===== config.mk =====
export PLATFORM = sky130hd
export DESIGN_NAME = calendar_date_add_days_core
export DESIGN_NICKNAME = d
export VERILOG_FILES = /design/src/cdad_pkg.sv /design/src/calendar_date_add_days_core.sv
export SDC_FILE = /design/constraint.sdc
export NUM_CORES = 1
export LEC_CHECK = 0
export ABC_AREA = 1
export CAP_MARGIN = 5
export CORE_MARGIN = 1
export CORE_UTILIZATION = 55
export CTS_BUF_LIST = sky130_fd_sc_hd__clkbuf_4 sky130_fd_sc_hd__clkbuf_8 sky130_fd_sc_hd__clkbuf_16
export CTS_CLUSTER_SIZE = 40
export DETAILED_ROUTE_END_ITERATION = 8
export DONT_BUFFER_PORTS = 1
export PLACE_DENSITY = 0.7
export SYNTH_ARGS = -nofsm -noshare
export SYNTH_HDL_FRONTEND = slang
export SYNTH_SLANG_ARGS = --single-unit

===== constraint.sdc =====
create_clock -name clk_i -period 4.4 [get_ports clk_i]
set_clock_uncertainty 0.05 [all_clocks]
set_input_delay 0.88 -clock clk_i [delete_from_list [all_inputs] [get_ports clk_i]]
set_output_delay 0.88 -clock clk_i [all_outputs]
set_load 0.02 [all_outputs]

===== src/cdad_pkg.sv =====
// Package for the Gregorian date adder: sequencer states, status and
// register index codes, and month/year length helpers.
// No dependencies.
package cdad_pkg;

  // Sequencer states, one-hot
  typedef enum logic [3:0] {
    ST_IDLE  = 4'b0001,
    ST_MOD   = 4'b0010,
    ST_CHECK = 4'b0100,
    ST_WALK  = 4'b1000
  } state_e;

  // Result status codes
  typedef logic [1:0] status_t;
  localparam status_t STATUS_OK       = 2'd0;
  localparam status_t STATUS_BAD_BASE = 2'd1;
  localparam status_t STATUS_OVERFLOW = 2'd2;

  // Configuration register indexes
  typedef logic [1:0] cfg_idx_t;
  localparam cfg_idx_t CFG_BASE_DAY   = 2'd0;
  localparam cfg_idx_t CFG_BASE_MONTH = 2'd1;
  localparam cfg_idx_t CFG_BASE_YEAR  = 2'd2;

  // Field widths
  localparam int unsigned DayW   = 5;
  localparam int unsigned MonthW = 4;
  localparam int unsigned YearW  = 14;
  localparam int unsigned CfgW   = 14;
  localparam int unsigned RemW   = 9;  // holds year mod 400
  localparam int unsigned LenW   = 9;  // holds up to 366

  localparam logic [YearW-1:0]  YEAR_LIMIT = 14'd9999;
  localparam logic [YearW-1:0]  LEAP_CYCLE = 14'd400;
  localparam logic [RemW-1:0]   REM_LAST   = 9'd399;
  localparam logic [MonthW-1:0] MONTH_JAN  = 4'd1;
  localparam logic [MonthW-1:0] MONTH_DEC  = 4'd12;

  // Leap year from the year's remainder modulo 400
  function automatic logic leap_from_rem(input logic [RemW-1:0] r);
    logic century;
    century = (r == 9'd100) || (r == 9'd200) || (r == 9'd300);
    return (r[1:0] == 2'b00) && !century;
  endfunction

  // Days in month m (1 to 12)
  function automatic logic [LenW-1:0] month_len(input logic [MonthW-1:0] m,
                                                input logic leap);
    logic [LenW-1:0] len;
    case (m) inside
      4'd2:                     len = leap ? 9'd29 : 9'd28;
      4'd4, 4'd6, 4'd9, 4'd11:  len = 9'd30;
      default:                  len = 9'd31;
    endcase
    return len;
  endfunction

  // Days in a year
  function automatic logic [LenW-1:0] year_len(input logic leap);
    return leap ? 9'd366 : 9'd365;
  endfunction

endpackage


===== src/calendar_date_add_days_core.sv =====
// Gregorian date adder top level: base date registers, sequencer and the
// shared day subtractor, plus the output register. Uses cdad_pkg.
//
// Usage: write base_day, base_month and base_year through the write port
// (cfg_we_i, cfg_idx_i, cfg_wdata_i) while the block is idle; writes to
// index 3 are dropped. Each request on the input channel carries a count
// of days; one result (date and status) leaves on the output channel.
// Status 0 is ok, 1 an invalid base date, 2 a result year above 9999;
// on a nonzero status the date fields are zero.
// Sequence: the request is taken, the year is reduced modulo 400 by
// repeated subtraction of 400, the base date is checked, then the walk
// steps by one whole year or one month at a time through the shared
// subtractor, and a final step loads the result. One request is in
// flight at a time; in_ready_o is high only while the sequencer is idle.
// The output register holds a finished result until taken; a stalled
// receiver holds the final step until the register frees.
// Reset: base date returns to day 1, month 1, year 1; no result pending.
module calendar_date_add_days_core #(
  parameter int unsigned ADD_WIDTH = 16
) (
  input  logic                    clk_i,
  input  logic                    rst_ni,
  // configuration write port
  input  logic                    cfg_we_i,
  input  cdad_pkg::cfg_idx_t      cfg_idx_i,
  input  logic [13:0]             cfg_wdata_i,
  // request channel
  input  logic                    in_valid_i,
  output logic                    in_ready_o,
  input  logic [ADD_WIDTH-1:0]    days_to_add_i,
  // result channel
  output logic                    out_valid_o,
  input  logic                    out_ready_i,
  output logic [4:0]              result_day_o,
  output logic [3:0]              result_month_o,
  output logic [13:0]             result_year_o,
  output cdad_pkg::status_t       status_o
);
  import cdad_pkg::*;

  localparam int unsigned AccW = ADD_WIDTH + 1;

  // Base date registers
  logic [DayW-1:0]   base_day_q;
  logic [MonthW-1:0] base_month_q;
  logic [YearW-1:0]  base_year_q;

  // Working registers
  state_e            state_q, state_d;
  logic [AccW-1:0]   acc_q, acc_d;
  logic [MonthW-1:0] month_q, month_d;
  logic [YearW-1:0]  year_q, year_d;
  logic [YearW-1:0]  rem_q, rem_d;

  // Output register
  logic              out_valid_q, out_valid_d;
  logic              out_load;
  logic [DayW-1:0]   res_day_q, res_day_d;
  logic [MonthW-1:0] res_month_q, res_month_d;
  logic [YearW-1:0]  res_year_q, res_year_d;
  status_t           res_status_q, res_status_d;

  // Shared unit signals
  logic              leap;
  logic [RemW-1:0]   rem_next;
  logic [LenW-1:0]   mlen, ylen, len_sel;
  logic              take_year, take_month, base_ok;
  logic [AccW-1:0]   acc_diff;
  logic              out_free;

  // Write base date registers
  always_ff @(posedge clk_i or negedge rst_ni) begin
    if (!rst_ni) begin
      base_day_q   <= 5'd1;
      base_month_q <= 4'd1;
      base_year_q  <= 14'd1;
    end else if (cfg_we_i) begin
      case (cfg_idx_i)
        CFG_BASE_DAY:   base_day_q   <= cfg_wdata_i[DayW-1:0];
        CFG_BASE_MONTH: base_month_q <= cfg_wdata_i[MonthW-1:0];
        CFG_BASE_YEAR:  base_year_q  <= cfg_wdata_i[YearW-1:0];
        default: ;
      endcase
    end
  end

  // Month and year lengths of the current walk position
  assign leap     = leap_from_rem(rem_q[RemW-1:0]);
  assign rem_next = (rem_q[RemW-1:0] == REM_LAST) ? '0 : rem_q[RemW-1:0] + 1'b1;
  assign mlen     = month_len(month_q, leap);
  assign ylen     = year_len(leap);

  // Choose a whole-year or a one-month step, then subtract once
  assign take_year  = (month_q == MONTH_JAN) && (acc_q > AccW'(ylen));
  assign take_month = acc_q > AccW'(mlen);
  assign len_sel    = take_year ? ylen : mlen;
  assign acc_diff   = acc_q - AccW'(len_sel);

  // Base date check, valid once rem_q holds the year mod 400
  assign base_ok = (month_q inside {[4'd1:4'd12]}) && (year_q != '0) &&
                   (base_day_q != '0) && (LenW'(base_day_q) <= mlen);

  assign out_free = !out_valid_q || out_ready_i;

  // Sequencer
  always_comb begin
    state_d      = state_q;
    acc_d        = acc_q;
    month_d      = month_q;
    year_d       = year_q;
    rem_d        = rem_q;
    out_load     = 1'b0;
    res_day_d    = '0;
    res_month_d  = '0;
    res_year_d   = '0;
    res_status_d = STATUS_OK;
    case (state_q)
      ST_IDLE: begin
        if (in_valid_i) begin
          acc_d   = AccW'(days_to_add_i) + AccW'(base_day_q);
          month_d = base_month_q;
          year_d  = base_year_q;
          rem_d   = base_year_q;
          state_d = ST_MOD;
        end
      end
      ST_MOD: begin
        // reduce the year modulo 400
        if (rem_q >= LEAP_CYCLE) begin
          rem_d = rem_q - LEAP_CYCLE;
        end else begin
          state_d = ST_CHECK;
        end
      end
      ST_CHECK: begin
        if (base_ok) begin
          state_d = ST_WALK;
        end else if (out_free) begin
          out_load     = 1'b1;
          res_status_d = STATUS_BAD_BASE;
          state_d      = ST_IDLE;
        end
      end
      ST_WALK: begin
        if (year_q > YEAR_LIMIT) begin
          if (out_free) begin
            out_load     = 1'b1;
            res_status_d = STATUS_OVERFLOW;
            state_d      = ST_IDLE;
          end
        end else if (take_year) begin
          acc_d  = acc_diff;
          year_d = year_q + 1'b1;
          rem_d  = YearW'(rem_next);
        end else if (take_month) begin
          acc_d = acc_diff;
          if (month_q == MONTH_DEC) begin
            month_d = MONTH_JAN;
            year_d  = year_q + 1'b1;
            rem_d   = YearW'(rem_next);
          end else begin
            month_d = month_q + 1'b1;
          end
        end else if (out_free) begin
          out_load     = 1'b1;
          res_day_d    = acc_q[DayW-1:0];
          res_month_d  = month_q;
          res_year_d   = year_q;
          res_status_d = STATUS_OK;
          state_d      = ST_IDLE;
        end
      end
      default: begin
        state_d = ST_IDLE;
      end
    endcase
  end

  // Output valid: set on load, drop when taken
  always_comb begin
    out_valid_d = out_valid_q;
    if (out_load) begin
      out_valid_d = 1'b1;
    end else if (out_ready_i) begin
      out_valid_d = 1'b0;
    end
  end

  // Control registers
  always_ff @(posedge clk_i or negedge rst_ni) begin
    if (!rst_ni) begin
      state_q     <= ST_IDLE;
      out_valid_q <= 1'b0;
    end else begin
      state_q     <= state_d;
      out_valid_q <= out_valid_d;
    end
  end

  // Datapath registers
  always_ff @(posedge clk_i) begin
    acc_q   <= acc_d;
    month_q <= month_d;
    year_q  <= year_d;
    rem_q   <= rem_d;
    if (out_load) begin
      res_day_q    <= res_day_d;
      res_month_q  <= res_month_d;
      res_year_q   <= res_year_d;
      res_status_q <= res_status_d;
    end
  end

  assign in_ready_o     = (state_q == ST_IDLE);
  assign out_valid_o    = out_valid_q;
  assign result_day_o   = res_day_q;
  assign result_month_o = res_month_q;
  assign result_year_o  = res_year_q;
  assign status_o       = res_status_q;

endmodule


==> flow_summary.yaml, run 1 <==
timing:
  maxSlewViolCount: 0
  rsz0062_at_grt: "no"
  setup_viol: 0
  fin_setup_tns_ps: 0
  relSlewSlack_pct: 47.1
  hold_ws_ps: 159
  period_needed_ps: 3900
  period_share_pct: 88.6
  fmax_ghz: 0.256
  hold_violations: 0
  worstMarginPinSlew_ps: 792
place:
  dp_hpwl_um: 12000
  io_buffers: 0
  place_area_um2: 6880
  dp.cells: 1007
  gp_congestion: 0.923
final_layout:
  final_layout_size_suffix_gt1_share_pct: 8.90
  layout.nets: 941
  multi_input_area_um2: 3230
  layout.area.seq_um2: 2930
  syn2layout_area_growth_pct: 6.73
  diodes: 0
  num-fill-cells: 1082
  finalNonFillerCells: 1023
  post-route-cell-area_um2: 7190
synthesis:
  synth.distinct_cells: 39
  synth_edf_count: 74
  synth-seq-cells: 102
  ys_async_sr_fraction_pct: 27.5
  synth-compound-area-share_pct: 7.55
  yosysSeqAreaShare_pct: 43.5
  synthFlopType: "edfxtp_1"
  syn_inst: 867
  synth_mux_area_share_pct: 1.00
  ys_warn_count: 0
  netlist_area_um2: 6730
  synthSimpleGateAreaFrac_pct: 31.1
  synthAdderAreaFrac_pct: 6.36
  syn-num-nets: 937
  avgSynthCellArea_um2: 7.77
  synth-xor-area-share_pct: 1.95
  synth_top_family_by_area: "simple AND/OR/NAND/NOR gates"
grt:
  antenna_found_initial: 0
  grt_max_degree: 35
  grt_pass1_wl_um: 25200
  grt_pass1_vias: 5059
  groute.usage.overall_pct: 25.7
  overflow: 0
detailed_routing:
  drc_errors: 0
  vias: 5575
  drtAntennaViolNets: 0
  post_drt_wl_per_cell_um: 15.1
  via_per_inst: 5.45
  routed_wl_um: 15500
  dr.pass1.iters: 7
  drt_iter0_markers: 399
power:
  cellPowerDensity_nw_per_um2: 625
  max-vdd-ir-drop_uv: 238
  leakagePower_nw: 3.33
  power_mw: 4.49
outcome:
  status: "complete, no violations"
critical_path:
  cp.arrival_ps: 3970
  end_kind: "flop"
  required_ps: 4470
  path_class: "reg -> reg"
  critPathLaunchType: "flop"
  crit_path_top_delay_cell: "edfxtp_1"
  path_max_fanout: 7
  rrSetupSlack_ps: 500
  crit_top_cell: "nand2_1"
  critPathMaxStageDelay_ps: 460
floorplan:
  initial_core_util_pct: 56.3
  die-area_um2: 12700
  die_w_um: 113
  coreArea_um2: 12000
  row_count: 40
  num_io_pins: 64
  die_y_um: 113
clocking:
  ctsResizeCount: 0
  post_cts_buffers: 0
  clock_latency_ps: 360
  cts.path.max_buffers: 2
  ctsHoldBuffers: 0
  root_buffer: "clkbuf_16"
  tritoncts: "done"
  cts_buffers: 9
  path_clk_slew_ps: 70
  cts.sinks: 102
  htreeDepth: 3
job:
  drv_cap: 0
min_path:
  hold_path_class: "in -> async"
worst paths after layout:
path / end / cells after the start / startpoint
hold / removal: base_year_q[12] / 0 / rst_ni
min in group clk_i: base_year_q[1] / 2 / base_year_q[1]
max in group asynchronous: base_month_q[0] / 0 / rst_ni
setup reg to reg: acc_q[14] / 27 / rem_q[4]
hold reg to reg: base_year_q[1] / 2 / base_year_q[1]
setup / recovery: acc_q[14] / 27 / rem_q[4]
power breakdown:
group,total [mW],switching (mW),internal (mW)
Sequential,1.80,0.336,1.47
Clock,0.815,0.367,0.448
Combinational,1.87,1.27,0.605
through the flow:
step	setup WS, ps	util (%)
floorplan	930	-
global placement	658	57.5
detailed placement	522	57.5
CTS	510	60.1
global route	147	60.1
finish	500	60.1
per-layer routing:
layer | up-vias | share of wire (%) | wire (um) | track usage [%]
met1 | 2543 | 50 | 7700 | 39.3
met3 | 15 | 7.4 | 1140 | 5.08
met2 | 186 | 41 | 6400 | 36.0
li1 | 2831 | - | - | -
met4 | 0 | 1.4 | 216 | 9.07
met5 | - | 0 | 0 | 0
final cells by class:
type / instances / share of cell area, %
well taps: 147 / 2.56
flip-flops and latches: 102 / 40.7
clock buffers: 9 / 3.13
multi-input cells: 620 / 44.9
inverters: 132 / 6.90
repair buffers: 6 / 0.627
clock inverters: 7 / 1.11
logic make-up (layout without fill, tap and decap cells):
family | Yosys count | count (layout)
adder cells (fa/ha/maj) | 33 | 33
XOR/XNOR | 15 | 15
AO/OA/AOI/OAI | 92 | 92
flip-flops | 102 | 102
AND/OR/NAND/NOR | 474 | 474
buffers and inverters | 145 | 154
multiplexers | 6 | 6
critical path, delay by kind of cell (launching register included):
kind	cells	cell delay [ps]
fa+ha+maj	4	1080
compound gates	2	340
buf+inv	4	390
simple gates	17	1340
flops	1	460
synthesized netlist by cell type, types with 3 or more instances:
master | n | area share, %
dfstp_2 | 4 | 1.6
nor2_2 | 23 | 2.1
nor2_1 | 89 | 5.0
dfrtp_1 | 24 | 8.9
nor3_1 | 7 | 0.52
nand3_1 | 76 | 5.6
or2_2 | 3 | 0.28
nand3b_1 | 3 | 0.33
nor2_4 | 4 | 0.67
mux2_2 | 6 | 1.0
nand4_1 | 15 | 1.4
o21bai_1 | 3 | 0.33
a31oi_1 | 5 | 0.46
nand2_1 | 241 | 13
buf_2 | 8 | 0.59
xnor2_1 | 3 | 0.39
o22ai_1 | 5 | 0.46
inv_2 | 5 | 0.28
o21ai_0 | 52 | 3.9
ha_1 | 31 | 5.8
o31ai_1 | 4 | 0.45
a21oi_1 | 18 | 1.3
nand2_2 | 6 | 0.56
nand3_2 | 3 | 0.45
xor2_1 | 12 | 1.6
inv_1 | 127 | 7.1
edfxtp_1 | 74 | 33
registers in the layout (all words and copies together) (netlist names), 4 cells and up:
| register | count |
|---|---|
| acc_q | 17 |
| base_day_q | 5 |
| base_month_q | 4 |
| base_year_q | 14 |
| month_q | 4 |
| rem_q | 14 |
| result_day_o | 5 |
| result_month_o | 4 |
| result_year_o | 14 |
| state_q | 4 |
| year_q | 14 |
placed cells by master (no fill, tap or decap), types with 6 or more instances in the layout:
cell / count
nor2_1: 89
nand3_1: 76
a21oi_1: 18
edfxtp_1: 74
nand4_1: 15
nor2_2: 23
inv_1: 127
ha_1: 31
mux2_2: 6
buf_4: 6
o21ai_0: 52
dfrtp_1: 24
nand2_2: 6
xor2_1: 12
nand2_1: 241
clkbuf_16: 9
nor3_1: 7
Power figures use the tool's default switching activity.
==> run 2: changes to the inputs <==
--- a/config.mk
+++ b/config.mk
@@ -7,13 +7,15 @@
 export LEC_CHECK = 0
 export ABC_AREA = 1
 export CAP_MARGIN = 5
+export CELL_PAD_IN_SITES_DETAIL_PLACEMENT = 0
+export CELL_PAD_IN_SITES_GLOBAL_PLACEMENT = 1
 export CORE_MARGIN = 1
-export CORE_UTILIZATION = 55
+export CORE_UTILIZATION = 48
 export CTS_BUF_LIST = sky130_fd_sc_hd__clkbuf_4 sky130_fd_sc_hd__clkbuf_8 sky130_fd_sc_hd__clkbuf_16
 export CTS_CLUSTER_SIZE = 40
 export DETAILED_ROUTE_END_ITERATION = 8
 export DONT_BUFFER_PORTS = 1
-export PLACE_DENSITY = 0.7
+export PLACE_DENSITY_LB_ADDON = 0.1
 export SYNTH_ARGS = -nofsm -noshare
 export SYNTH_HDL_FRONTEND = slang
 export SYNTH_SLANG_ARGS = --single-unit
==> run 2 against run 1 <==
Against the previous run:
- setup slack worse by 60 ps
- die area grew 14%
- worst hold slack got worse by 3.1 ps
- sequential cell count is the same
- total power is 1.4% higher
- first-iteration DRC count increased by 32%
- via count grew 0.99%
- global-route usage fell by 1.5 points
- sequential share of layout area down 0.25 points
- clock power is 4.5% higher
- largest cell class unchanged
==> flow_summary.yaml, run 2 (synthesized netlist as in run 1, its figures left out) <==
clocking:
  path_clk_slew_ps: 80
  post_cts_buffers: 0
  cts_buffers: 9
  clock_latency_ps: 360
  htreeDepth: 3
  root_buffer: "clkbuf_16"
  ctsResizeCount: 0
  cts.sinks: 102
  ctsHoldBuffers: 0
  tritoncts: "done"
  cts.path.max_buffers: 2
timing:
  maxSlewViolCount: 0
  worstMarginPinSlew_ps: 873
  relSlewSlack_pct: 41.6
  period_needed_ps: 3960
  fin_setup_tns_ps: 0
  rsz0062_at_grt: "no"
  hold_violations: 0
  setup_slack_ps: 439
  setup_viol: 0
  fmax_ghz: 0.252
  period_share_pct: 90.0
critical_path:
  crit_path_top_delay_cell: "edfxtp_1"
  rrSetupSlack_ps: 440
  path_max_fanout: 7
  end_kind: "flop"
  cp.arrival_ps: 4020
  required_ps: 4460
  critPathLaunchType: "flop"
  critPathMaxStageDelay_ps: 470
  critPathLaunch: "rem_q[4]"
  rr_startpoint: "rem_q[4]"
  crit_top_cell: "nand2_1"
  path_class: "reg -> reg"
floorplan:
  die_w_um: 120
  coreArea_um2: 13500
  die-area_um2: 14500
  initial_core_util_pct: 50.0
  num_io_pins: 64
  die_y_um: 120
  row_count: 42
place:
  gp_congestion: 0.976
  dp.cells: 1036
  io_buffers: 0
  dp_slack_ps: 407
  place_area_um2: 6920
  dp_hpwl_um: 13000
detailed_routing:
  vias: 5630
  routed_wl_um: 16600
  via_per_inst: 5.35
  drtAntennaViolNets: 0
  drt_iter0_markers: 526
  dr.pass1.iters: 5
  drc_errors: 0
  post_drt_wl_per_cell_um: 15.7
final_layout:
  finalNonFillerCells: 1052
  largest_reg_flops: 17
  diodes: 0
  post-route-cell-area_um2: 7230
  layout_common_cells: "nand2_1 (241), inv_1 (126), nor2_1 (89), nand3_1 (76), edfxtp_1 (74)"
  largest_register: "acc_q"
  layout.nets: 941
  syn2layout_area_growth_pct: 7.40
  mostFrequentLayoutCell: "nand2_1"
  final_layout_size_suffix_gt1_share_pct: 9.02
min_path:
  hold_path_class: "in -> async"
grt:
  groute.usage.overall_pct: 24.3
  grt_pass1_vias: 5099
  overflow: 0
  grt_max_degree: 34
  antenna_found_initial: 1
  grt_pass1_wl_um: 26800
job:
  drv_cap: 0
outcome:
  status: "complete, no violations"
power:
  power_mw: 4.55
  max-vdd-ir-drop_uv: 311
  leakagePower_nw: 3.33
  cellPowerDensity_nw_per_um2: 629
run 2: cell count changes in the layout (fill, tap and decap cells not counted), sizes merged:
| cell | previous run | this run |
|---|---|---|
| inv | 134 | 136 |
| clkinv | 3 | 1 |
run 2: worst paths after layout:
| check | cells after the start | end |
|---|---|---|
| min reg2reg | 2 | base_year_q[1] |
| max | 27 | acc_q[14] |
| max reg2reg | 27 | acc_q[14] |
| min in group clk_i | 2 | base_year_q[1] |
| max in group asynchronous | 0 | state_q[0] |
| min | 0 | base_year_q[7] |
run 2: critical path: cells and delay by family (launching register included):
kind	cells	cell delay, ps
compound gates	2	360
fa+ha+maj	4	1110
flops	1	470
buf+inv	4	340
simple gates	17	1390
run 2: report_power, final:
part / switching, mW / internal [mW] / total (mW)
Combinational: 1.28 / 0.604 / 1.89
Sequential: 0.344 / 1.47 / 1.81
Clock: 0.395 / 0.457 / 0.852
Total: 2.02 / 2.53 / 4.55
run 2: cell type report:
| cell class | instances | area [um^2] |
|---|---|---|
| clock buffers | 9 | 225 |
| clock inverters | 7 | 88.8 |
| fillers | 1310 | 6220 |
| inverters | 132 | 495 |
| multi-input cells | 620 | 3230 |
| flip-flops and latches | 102 | 2930 |
| well taps | 176 | 220 |
| repair buffers | 6 | 45.0 |
run 2: layer usage:
layer	routed length, um	vias up	global-route usage, %
li1	-	2837	-
met1	8810	2577	39.6
met2	6370	193	31.6
met3	1080	21	4.25
met4	291	2	7.72
met5	10	-	0
run 2: per-stage QoR:
stage / hold slack, ps / util [%]
5_1_grt: 140 / 53.7
6_report: 156 / 53.7
2_1_floorplan: 403 / -
4_1_cts: 143 / 53.7
3_3_place_gp: 425 / 51.4
3_5_place_dp: 427 / 51.4
